===== src/ssd_pkg.sv =====
// Package of the seven-segment scan driver: word types, codes, segment glyphs.
// Depends on nothing; used by every module of the block except ssd_fifo.
`timescale 1ns / 1ps
`default_nettype none

package ssd_pkg;

  localparam int DIGIT_COUNT      = 4;
  localparam int POS_WIDTH        = $clog2(DIGIT_COUNT);
  localparam int TENTHS_WIDTH_DEF = 16;
  localparam int QUEUE_DEPTH_DEF  = 2;

  // floor(x / 10) == (x * DIV10_MULT) >> DIV10_SHIFT holds for every x below 2**22.
  localparam int DIV10_SHIFT      = 23;
  localparam int DIV10_MULT_WIDTH = 20;
  localparam logic [DIV10_MULT_WIDTH-1:0] DIV10_MULT = DIV10_MULT_WIDTH'(838861);

  typedef enum logic [1:0] {
    REQ_NUMBER = 2'd0,
    REQ_SYMBOL = 2'd1,
    REQ_TICK   = 2'd2
  } req_t;

  localparam logic [3:0] SYM_CM          = 4'd1;
  localparam logic [3:0] SYM_INCH        = 4'd2;
  localparam logic [3:0] SYM_DOT         = 4'd3;
  localparam logic [3:0] SYM_EIGHT_FIRST = 4'd5;
  localparam logic [3:0] SYM_EIGHT_LAST  = 4'd8;

  // Active-high segment patterns, bit 6 is a and bit 0 is g.
  localparam logic [6:0] SEG_BLANK = 7'h00;
  localparam logic [6:0] SEG_EIGHT = 7'h7F;
  localparam logic [6:0] SEG_UC_C  = 7'h4E;
  localparam logic [6:0] SEG_UC_E  = 7'h4F;
  localparam logic [6:0] SEG_UC_N  = 7'h76;
  localparam logic [6:0] SEG_LC_T  = 7'h0F;
  localparam logic [6:0] SEG_LC_I  = 7'h10;
  localparam logic [6:0] SEG_LC_N  = 7'h15;
  localparam logic [6:0] SEG_LC_C  = 7'h0D;
  localparam logic [6:0] SEG_LC_H  = 7'h17;

  typedef logic [POS_WIDTH-1:0] pos_t;

  typedef struct packed {
    logic [1:0]  req_type;
    logic [15:0] tenths;
    logic [3:0]  symbol;
  } in_word_t;

  typedef struct packed {
    logic [DIGIT_COUNT-1:0] digit_enable_n;
    logic [6:0]             segments_n;
    logic                   point_n;
    pos_t                   digit_index;
  } out_word_t;

  // One scan job as classified by the front end.
  typedef struct packed {
    pos_t       pos;
    logic       use_digit;
    logic [6:0] pattern;
    logic       point;
  } job_t;

  function automatic logic [6:0] digit_segments(input logic [3:0] d);
    logic [6:0] seg;
    case (d)
      4'd0:    seg = 7'h7E;
      4'd1:    seg = 7'h30;
      4'd2:    seg = 7'h6D;
      4'd3:    seg = 7'h79;
      4'd4:    seg = 7'h33;
      4'd5:    seg = 7'h5B;
      4'd6:    seg = 7'h5F;
      4'd7:    seg = 7'h70;
      4'd8:    seg = 7'h7F;
      4'd9:    seg = 7'h7B;
      default: seg = SEG_BLANK;
    endcase
    return seg;
  endfunction

endpackage

`default_nettype wire


===== src/ssd_fifo.sv =====
// Small register queue between the front end and the digit pipeline.
// Depends on nothing.
`timescale 1ns / 1ps
`default_nettype none

module ssd_fifo #(
  parameter int WIDTH = 8,
  parameter int DEPTH = 2
) (
  input  wire logic             clk,
  input  wire logic             rst,
  input  wire logic             wr_en,
  input  wire logic [WIDTH-1:0] wr_data,
  input  wire logic             rd_en,
  output logic      [WIDTH-1:0] rd_data,
  output logic                  empty,
  output logic                  full
);

  localparam int PTR_W   = (DEPTH > 1) ? $clog2(DEPTH) : 1;
  localparam int COUNT_W = $clog2(DEPTH + 1);

  logic [WIDTH-1:0]   slots [DEPTH];
  logic [PTR_W-1:0]   wr_ptr;
  logic [PTR_W-1:0]   rd_ptr;
  logic [COUNT_W-1:0] count;

  always_ff @(posedge clk) begin
    if (wr_en) begin
      slots[wr_ptr] <= wr_data;
    end
  end

  always_ff @(posedge clk) begin
    if (rst) begin
      wr_ptr <= '0;
      rd_ptr <= '0;
      count  <= '0;
    end else begin
      if (wr_en) begin
        wr_ptr <= (wr_ptr == PTR_W'(DEPTH - 1)) ? '0 : wr_ptr + 1'b1;
      end
      if (rd_en) begin
        rd_ptr <= (rd_ptr == PTR_W'(DEPTH - 1)) ? '0 : rd_ptr + 1'b1;
      end
      if (wr_en && !rd_en) begin
        count <= count + 1'b1;
      end else if (rd_en && !wr_en) begin
        count <= count - 1'b1;
      end
    end
  end

  assign rd_data = slots[rd_ptr];
  assign empty   = (count == '0);
  assign full    = (count == COUNT_W'(DEPTH));

endmodule

`default_nettype wire


===== src/ssd_front.sv =====
// Front end: takes request words, holds the shown item and scan position,
// and turns each tick into a classified scan job. Depends on ssd_pkg.
`timescale 1ns / 1ps
`default_nettype none

module ssd_front #(
  parameter int TENTHS_WIDTH = ssd_pkg::TENTHS_WIDTH_DEF
) (
  input  wire logic                    clk,
  input  wire logic                    rst,
  input  wire logic                    push,
  output logic                         full,
  input  wire ssd_pkg::in_word_t       request,
  output logic                         job_push,
  output ssd_pkg::job_t                job,
  output logic      [TENTHS_WIDTH-1:0] value,
  input  wire logic                    job_full
);

  logic [TENTHS_WIDTH-1:0] shown_tenths;
  logic                    shown_is_symbol;
  logic [3:0]              shown_symbol;
  ssd_pkg::pos_t           scan_position;
  ssd_pkg::pos_t           pos_next;
  logic                    accept;
  logic                    is_zero;
  logic                    ge_hundred;
  logic                    ge_thousand;

  assign full     = job_full;
  assign accept   = push && !job_full;
  assign job_push = accept && (request.req_type == ssd_pkg::REQ_TICK);
  assign pos_next = scan_position + 1'b1;
  assign value    = shown_tenths;

  always_ff @(posedge clk) begin
    if (rst) begin
      shown_tenths    <= '0;
      shown_is_symbol <= 1'b0;
      shown_symbol    <= '0;
      scan_position   <= '0;
    end else if (accept) begin
      case (request.req_type)
        ssd_pkg::REQ_NUMBER: begin
          shown_tenths    <= TENTHS_WIDTH'(request.tenths);
          shown_is_symbol <= 1'b0;
        end
        ssd_pkg::REQ_SYMBOL: begin
          shown_symbol    <= request.symbol;
          shown_is_symbol <= 1'b1;
        end
        ssd_pkg::REQ_TICK: begin
          scan_position <= pos_next;
        end
        default: begin
        end
      endcase
    end
  end

  assign is_zero     = (shown_tenths == '0);
  assign ge_hundred  = (shown_tenths >= TENTHS_WIDTH'(100));
  assign ge_thousand = (shown_tenths >= TENTHS_WIDTH'(1000));

  always_comb begin
    job.pos       = pos_next;
    job.use_digit = 1'b0;
    job.pattern   = ssd_pkg::SEG_BLANK;
    job.point     = 1'b0;
    if (!shown_is_symbol) begin
      // Leading digits are blanked below 100 and 1000, except for plain zero.
      job.use_digit = !((pos_next == 2'd1 && !ge_hundred && !is_zero) ||
                        (pos_next == 2'd0 && !ge_thousand && !is_zero));
      job.point     = is_zero ? (pos_next == 2'd3) : (pos_next == 2'd2);
    end else begin
      case (shown_symbol)
        ssd_pkg::SYM_CM: begin
          case (pos_next)
            2'd0:    job.pattern = ssd_pkg::SEG_UC_C;
            2'd1:    job.pattern = ssd_pkg::SEG_UC_E;
            2'd2:    job.pattern = ssd_pkg::SEG_UC_N;
            default: job.pattern = ssd_pkg::SEG_LC_T;
          endcase
        end
        ssd_pkg::SYM_INCH: begin
          case (pos_next)
            2'd0:    job.pattern = ssd_pkg::SEG_LC_I;
            2'd1:    job.pattern = ssd_pkg::SEG_LC_N;
            2'd2:    job.pattern = ssd_pkg::SEG_LC_C;
            default: job.pattern = ssd_pkg::SEG_LC_H;
          endcase
        end
        ssd_pkg::SYM_DOT: begin
          job.point = (pos_next == 2'd2);
        end
        default: begin
          if (shown_symbol inside {[ssd_pkg::SYM_EIGHT_FIRST:ssd_pkg::SYM_EIGHT_LAST]} &&
              pos_next == 2'(shown_symbol - ssd_pkg::SYM_EIGHT_FIRST)) begin
            job.pattern = ssd_pkg::SEG_EIGHT;
          end
        end
      endcase
    end
  end

endmodule

`default_nettype wire


===== src/ssd_back.sv =====
// Back end: a pipeline that extracts the decimal digit of a scan job by
// repeated division by ten and drives the output register. Depends on ssd_pkg.
`timescale 1ns / 1ps
`default_nettype none

module ssd_back #(
  parameter int TENTHS_WIDTH = ssd_pkg::TENTHS_WIDTH_DEF
) (
  input  wire logic                    clk,
  input  wire logic                    rst,
  input  wire ssd_pkg::job_t           job,
  input  wire logic [TENTHS_WIDTH-1:0] value,
  input  wire logic                    job_empty,
  output logic                         job_pop,
  output ssd_pkg::out_word_t           result,
  output logic                         empty,
  input  wire logic                    pop
);

  localparam int PROD_W = TENTHS_WIDTH + ssd_pkg::DIV10_MULT_WIDTH;

  function automatic logic [TENTHS_WIDTH-1:0] div10(input logic [TENTHS_WIDTH-1:0] x);
    logic [PROD_W-1:0] prod;
    prod = PROD_W'(x) * PROD_W'(ssd_pkg::DIV10_MULT);
    return TENTHS_WIDTH'(prod >> ssd_pkg::DIV10_SHIFT);
  endfunction

  logic                    a_valid, b_valid, c_valid, d_valid, out_valid;
  ssd_pkg::job_t           a_job, b_job, c_job, d_job;
  logic [TENTHS_WIDTH-1:0] a_val, b_val, c_val, d_val, d_quot;
  logic                    a_ready, b_ready, c_ready, d_ready, out_ready;
  logic [TENTHS_WIDTH-1:0] remainder;
  logic [6:0]              pattern;

  assign out_ready = !out_valid || pop;
  assign d_ready   = !d_valid || out_ready;
  assign c_ready   = !c_valid || d_ready;
  assign b_ready   = !b_valid || c_ready;
  assign a_ready   = !a_valid || b_ready;
  assign job_pop   = !job_empty && a_ready;
  assign empty     = !out_valid;

  // Valid bits of the pipeline.
  always_ff @(posedge clk) begin
    if (rst) begin
      a_valid   <= 1'b0;
      b_valid   <= 1'b0;
      c_valid   <= 1'b0;
      d_valid   <= 1'b0;
      out_valid <= 1'b0;
    end else begin
      if (a_ready) begin
        a_valid <= job_pop;
      end
      if (b_ready) begin
        b_valid <= a_valid;
      end
      if (c_ready) begin
        c_valid <= b_valid;
      end
      if (d_ready) begin
        d_valid <= c_valid;
      end
      if (out_ready) begin
        out_valid <= d_valid;
      end
    end
  end

  // Position p needs the value divided by ten 3 - p times before the last digit is taken.
  assign remainder = d_val - ((d_quot << 3) + (d_quot << 1));
  assign pattern   = d_job.use_digit ? ssd_pkg::digit_segments(remainder[3:0]) : d_job.pattern;

  always_ff @(posedge clk) begin
    if (job_pop) begin
      a_job <= job;
      a_val <= (job.pos != 2'd3) ? div10(value) : value;
    end
    if (a_valid && b_ready) begin
      b_job <= a_job;
      b_val <= (a_job.pos == 2'd0 || a_job.pos == 2'd1) ? div10(a_val) : a_val;
    end
    if (b_valid && c_ready) begin
      c_job <= b_job;
      c_val <= (b_job.pos == 2'd0) ? div10(b_val) : b_val;
    end
    if (c_valid && d_ready) begin
      d_job  <= c_job;
      d_val  <= c_val;
      d_quot <= div10(c_val);
    end
    if (d_valid && out_ready) begin
      result.digit_enable_n <= ~(ssd_pkg::DIGIT_COUNT'(1) << d_job.pos);
      result.segments_n     <= ~pattern;
      result.point_n        <= ~d_job.point;
      result.digit_index    <= d_job.pos;
    end
  end

endmodule

`default_nettype wire


===== src/seven_segment_scan_driver.sv =====
// Top level of the four-digit seven-segment scan driver.
// Depends on ssd_pkg, ssd_front, ssd_fifo and ssd_back.
//
// Request channel: a word is taken on a rising edge with push high and full
// low. A number word latches a value in tenths, a symbol word latches a
// symbol code; neither gives a result. A tick word steps the scan position
// by one (modulo four) and yields one result word for the new position.
// Result channel: while empty is low the oldest result sits on result, and
// it leaves on a rising edge with pop high.
// Throughput: one word per cycle on both sides while full stays low and
// pop is high; the digit pipeline has one divide-by-ten multiplier per
// stage ahead of the output register and advances every cycle it can.
// Reset (rst, synchronous): the shown number becomes zero in number mode,
// the scan position zero, and the job queue and pipeline are emptied, so the
// first tick after reset drives digit one.
// When pop stays low, the pipeline fills up behind the held result, then the
// job queue, and full rises; show words wait for full to fall too.
`timescale 1ns / 1ps
`default_nettype none

module seven_segment_scan_driver #(
  parameter int TENTHS_WIDTH = ssd_pkg::TENTHS_WIDTH_DEF,
  parameter int QUEUE_DEPTH  = ssd_pkg::QUEUE_DEPTH_DEF
) (
  input  wire logic               clk,
  input  wire logic               rst,
  input  wire logic               push,
  output logic                    full,
  input  wire ssd_pkg::in_word_t  request,
  output logic                    empty,
  input  wire logic               pop,
  output ssd_pkg::out_word_t      result
);

  localparam int JOB_WIDTH = $bits(ssd_pkg::job_t) + TENTHS_WIDTH;

  // Jobs carry the control part as a struct and the latched value beside it.
  ssd_pkg::job_t           front_job;
  logic [TENTHS_WIDTH-1:0] front_value;
  logic                    job_push;
  logic                    job_full;
  ssd_pkg::job_t           back_job;
  logic [TENTHS_WIDTH-1:0] back_value;
  logic [JOB_WIDTH-1:0]    queue_out;
  logic                    job_empty;
  logic                    job_pop;

  ssd_front #(
    .TENTHS_WIDTH(TENTHS_WIDTH)
  ) u_front (
    .clk      (clk),
    .rst      (rst),
    .push     (push),
    .full     (full),
    .request  (request),
    .job_push (job_push),
    .job      (front_job),
    .value    (front_value),
    .job_full (job_full)
  );

  // The queue lets ticks and show words flow in while results are held.
  ssd_fifo #(
    .WIDTH(JOB_WIDTH),
    .DEPTH(QUEUE_DEPTH)
  ) u_queue (
    .clk     (clk),
    .rst     (rst),
    .wr_en   (job_push),
    .wr_data ({front_job, front_value}),
    .rd_en   (job_pop),
    .rd_data (queue_out),
    .empty   (job_empty),
    .full    (job_full)
  );

  assign {back_job, back_value} = queue_out;

  ssd_back #(
    .TENTHS_WIDTH(TENTHS_WIDTH)
  ) u_back (
    .clk       (clk),
    .rst       (rst),
    .job       (back_job),
    .value     (back_value),
    .job_empty (job_empty),
    .job_pop   (job_pop),
    .result    (result),
    .empty     (empty),
    .pop       (pop)
  );

endmodule

`default_nettype wire


===== config.mk =====
export PLATFORM = sky130hd
export DESIGN_NAME = seven_segment_scan_driver
export DESIGN_NICKNAME = d
export VERILOG_FILES = /design/src/ssd_pkg.sv /design/src/ssd_fifo.sv /design/src/ssd_front.sv /design/src/ssd_back.sv /design/src/seven_segment_scan_driver.sv
export SDC_FILE = /design/constraint.sdc
export NUM_CORES = 1
export LEC_CHECK = 0
export ABC_AREA = 0
export BUFFER_PORTS_ARGS = -buffer_cell sky130_fd_sc_hd__buf_2
export CAP_MARGIN = 20
export CORE_MARGIN = 2
export CORE_UTILIZATION = 65
export CTS_CLUSTER_SIZE = 25
export DETAILED_ROUTE_END_ITERATION = 8
export HOLD_SLACK_MARGIN = 0.02
export PLACE_DENSITY_LB_ADDON = 0.3
export SYNTH_ARGS = -nofsm -noshare
export SYNTH_HDL_FRONTEND = slang
export SYNTH_SLANG_ARGS = --single-unit
export TNS_END_PERCENT = 10

===== constraint.sdc =====
create_clock -name clk -period 8 [get_ports clk]
set_input_delay 1.6 -clock clk [delete_from_list [all_inputs] [get_ports clk]]
set_output_delay 1.6 -clock clk [all_outputs]
set_load 0.005 [all_outputs]

## Word level (Yosys, flattened, before mapping)

Memories as Yosys holds them, arrays and structs flattened. A register that Yosys moved wholly into a read port is not among the register bits.
Index checks and enable logic that the tools add are counted.

- Flip-flop bits (word level): 145
- Bits in writable memories: 54
- Bits in read-only memories: 112
- Input bits: 26
- Output and inout bits: 16
- Word-level logic and storage cells: 143
- Memories: 2

Memories:

| memory | words | width | rd ports | clocked after memory_dff | wr ports | line | text |
|---|---|---|---|---|---|---|---|
| (no name shown) | 16 | 7 | 1 | 0 | 0 | ssd_pkg.sv:67 | `case (d)` |
| u_queue.slots | 2 | 27 | 1 | 1 | 1 | ssd_fifo.sv:23 | `logic [WIDTH-1:0] slots [DEPTH];` |

- Add/sub/neg operators: 8
- $mul: 4
- Order comparisons: 4
- Equal/unequal tests: 12
- Shift-type cells: 1
- Multiplexer cells: 22
- Bitwise operators: 3
- Reduce and logical (&&, ||, !) cells: 47

Operators with widths:

| cell | count |
|---|---|
| $mul 16x20->36 const B | 3 |
| $pmux 7 s3 | 2 |
| $mux 13 | 3 |
| $mul 16x20->26 const B | 1 |
| $mux 7 | 3 |
| $ge 16x10->1 const B | 1 |
| $ge 16x7->1 const B | 1 |
| $logic_not 16->1 | 1 |
| $logic_and 1x1->1 | 15 |
| $pmux 5 s3 | 1 |
| $logic_not 1->1 | 13 |
| $logic_not 2->1 | 5 |
| $mux 1 | 10 |
| $eq 2x2->1 const B | 4 |
| $eq 4x2->1 const B | 2 |
| $reduce_and 2->1 | 4 |
| $logic_or 1x1->1 | 7 |
| $not 7->7 | 1 |
| $eq 2x1->1 const B | 3 |
| $add 2x1->2 const B | 2 |
| $add 4x4->4 | 1 |
| $eq 4x1->1 const B | 1 |
| $ge 4x3->1 const B | 1 |
| $le 4x4->1 const B | 1 |
| other kinds (11) | 15 |

## Logic depth before layout (Yosys ltp)

- Depth after elaboration: 10
- Mapped depth: 25
- Gate-level depth less buffers: 22

## By module

From an unflattened synthesis, not the netlist that was laid out.

- Cell total of the unflattened synthesis: 2248
- Area total of the unflattened synthesis: 24180.7 µm²

By module, submodules not included:

| module | instances | cells an instance | area each (µm²) |
|---|---|---|---|
| ssd_back | 1 | 1984 | 20776.2 |
| ssd_fifo | 1 | 106 | 2153.3 |
| ssd_front | 1 | 158 | 1251.2 |

## Worst setup path after synthesis

OpenSTA, ideal clock, no wires.

- Kind: reg2reg
- From: register with a tool-made name
- To: register u_back.a_val[3], data pin
- Setup time: 0.271 ns
- Arrival: 6.073 ns
- Setup slack: 1.657 ns
- Cell stages (with the launch flop): 25
- Period minus slack after synthesis: 6.343 ns
- Path through: dfxtp_1 > buf_6 > clkbuf_1 > clkbuf_1 > mux2i_1 > inv_1 > ha_1 > xor2_1 > ha_1 > a21o_1 > fa_1 > inv_1 > fa_1 > inv_1 > fa_1 > fa_1 > ha_1 > a21o_1 > a221o_1 > a21oi_1 > nor2b_1 > or3_4 > a21oi_2 > xor2_1 > a21oi_1

RTL lines:

| what | line | text |
|---|---|---|
| to (signal assigned) | ssd_back.sv:77 | `a_val <= (job.pos != 2'd3) ? div10(value) : value;` |
| to (decl) | ssd_back.sv:30 | `logic [TENTHS_WIDTH-1:0] a_val, b_val, c_val, d_val, d_quot;` |

==> metrics.md <==
| Metric | Value |
|---|---|
| Status | `finished, final reports clean` |
| Dpl cells | `2754` |
| Post-synth ARST share | `0%` |
| Total of max-cap violations | `0` |
| Routability cong. | `0.949` |
| Die Span X | `197 µm` |
| Routed Antenna Nets | `0` |
| Die area | `38700 µm²` |
| Register area share after synthesis | `23.5%` |
| Hold Slack | `0.414 ns` |
| CTS buffer count | `17` |
| Relative slew slack | `42.7%` |
| First-pass GRT wire length | `83.0 mm` |
| Postcts setup bufs | `0` |
| Final period util | `84.5%` |
| Nets@finish | `3117` |
| Initial antenna violation count | `1` |
| Fraction of layout cells with a size suffix above 1 | `5.95%` |
| Met2 Wirelength | `25.4 mm` |
| RSZ-0062 raised after global routing | `false` |
| Detailed Route WL | `50.1 mm` |
| Hold/Removal Path Class | `register to register` |
| Die Y | `197 µm` |
| GRT Total Usage | `27.4%` |
| H-tree depth | `4` |
| Measured slew at the worst slew-check pin | `0.858 ns` |
| Hold Crit Endpoint | `u_back.d_job[4]` |
| CTS root buffer | `clkbuf_16` |
| Diodes inserted | `0` |
| Hold Crit Start | `u_back.c_job[4]` |
| Post-route minimum period | `6.76 ns` |
| Number of flops mapped to enable cells by yosys | `167` |
| Core Area | `36600 µm²` |
| Worst Hold Depth | `0` |
| Clock sink count | `200` |
| Placement Setup Slack | `1.25 ns` |
| Via count | `15600` |
| Router iterations before antenna repair | `5` |
| TNS Setup | `0 ns` |
| Yosys reg bits | `200` |
| Longest Clk Path Bufs | `2` |
| Worst Clk Skew | `0.0163 ns` |
| Worst r2r path cells | `22` |
| Final Non-Filler Cells | `2786` |
| Largest net degree at the start of global routing | `34` |
| Area growth, synth to finish | `5.80%` |
| Vias in the first global route | `16800` |
| DR top layer | `met4` |
| Setup ws final | `1.24 ns` |
| Startpoint Class | `register` |
| 1st-iter DRT viols | `636` |
| CTS tree | `yes` |
| Syn Area/Cell | `10.7 µm²` |
| Peak Freq | `148 MHz` |
| Port bufs | `41` |
| Syn Nets | `3069` |
| Final Max Tran Viols | `0` |
| Final hold violations | `0` |
| # IOs | `42` |
| Synth Instances | `2257` |
| Drt drc | `0` |
| Critical Path AT | `6.94 ns` |
| DR vias/cell | `5.59` |
| Hold-fix buffers, CTS | `0` |
| WL per Instance | `18.0 µm` |
| Ys flop type | `edfxtp_1` |
| Setup violators final | `0` |
| Synth Cell Area | `24100 µm²` |
| Gates resized, CTS repair | `0` |
| Clk_lat worst skew | `0.45 ns` |
| Worst R2R End | `u_back.a_val[10]` |
| DR WL met3 | `2.07 mm` |
| Distinct cells, synth | `64` |
| GRT overflow | `0` |
| Critical Path Sink Type | `register` |
| # rows | `70` |
| Clk pin slew, worst setup/hold paths | `0.08 ns` |
| Wl on met1 | `21.4 mm` |
| Yosys Warn Count | `0` |
| Initial Utilization | `65.9%` |
| Crit Path Max Fanout | `17` |
| DP HPWL | `43.4 mm` |
| CP Class | `register to register` |
| Required @ worst endpoint | `8.18 ns` |
| R2R Setup Slk | `1.24 ns` |
==> cell type report <==
cell class	instances	area, µm²
multi-input combinational	1450	16200
fill	2693	11100
sequential	200	5680
inverter	585	2200
tap	468	586
clock buffer	18	429
timing repair buffer	51	280
clock inverter	14	183
==> stage by stage <==
step | area [µm²] | util (%)
after floorplan | 24100 | -
after global placement | 24900 | 68.0
after detailed placement | 24900 | 68.1
after CTS | 25500 | 69.7
after global routing | 25500 | 69.7
final | 25500 | 69.7
==> kinds of logic after synthesis <==
kind of cell	count (synthesis)	synth area share, %
xor+xnor	50	1.81
flops	200	23.5
compound gates	285	7.59
mux	35	1.62
simple gates	294	5.99
fa+ha+maj	786	50.0
buf+inv	607	9.47
==> Yosys cell counts (24+ instances only) <==
cell type  number  area [µm²]
dfxtp_1        33         661
o21ai_0        50         250
inv_1         585        2200
a21oi_1        91         455
ha_1          489        6120
xnor2_1        32         280
edfxtp_1      167        5010
mux2_2         24         270
nand2_1        96         360
fa_1          297        5950
a21o_1         30         225
nor2_1         59         221
==> metal layers <==
| metal | track usage, % | vias up |
|---|---|---|
| li1 | - | 7511 |
| met1 | 34.7 | 7681 |
| met2 | 48.9 | 307 |
| met3 | 4.30 | 73 |
| met4 | 7.96 | 0 |
| met5 | 0 | - |
==> critical path, cell delays in order, from the launching register on <==
cell,delay (ns)
dfxtp_1,0.89
mux2_2,0.47
inv_1,0.07
ha_1,0.25
fa_1,0.58
inv_1,0.07
fa_1,0.48
inv_1,0.05
fa_1,0.51
inv_1,0.06
fa_1,0.49
inv_1,0.06
fa_1,0.50
inv_1,0.04
ha_1,0.27
a21oi_1,0.06
o21ai_0,0.27
o21bai_1,0.19
o311a_1,0.33
o21ai_1,0.15
o221a_2,0.29
nor4b_1,0.30
nor3b_1,0.10
==> flip-flops by register name (all words and copies together) (netlist names), 14 cells and up, named ones only <==
register / count
u_front.value: 16
u_queue.slots: 54
u_back.a_val: 16
u_back.b_val: 16
u_back.c_val: 16
u_back.result: 14
==> worst max-delay path by stage <==
| stage | start | end | slack [ns] | cells past startpoint |
|---|---|---|---|---|
| after detailed placement | register | u_back.a_val[10] | 1.25 | 22 |
| after CTS | register | u_back.a_val[10] | 1.20 | 22 |
| after global placement | register | u_back.a_val[10] | 1.45 | 22 |
| after floorplan | register | u_back.a_val[3] | 1.66 | 24 |
| final | register | u_back.a_val[10] | 1.24 | 22 |
| after global routing | register | u_back.a_val[10] | 0.86 | 22 |
==> cell usage in the layout, fill, tap and decap left out, drive strengths merged, types with 16 or more instances in the layout <==
cell,n
nand2,96
ha,489
and3,16
nor3,19
a21o,30
edfxtp,167
o21ai,55
buf,51
nand3,21
clkbuf,18
a21oi,92
fa,297
nor2,59
mux2,26
dfxtp,33
inv,589
xnor2,32
xor2,18
Power is not shown: default switching activity piles up to over one toggle a cycle in this logic, so the estimate is an artifact.
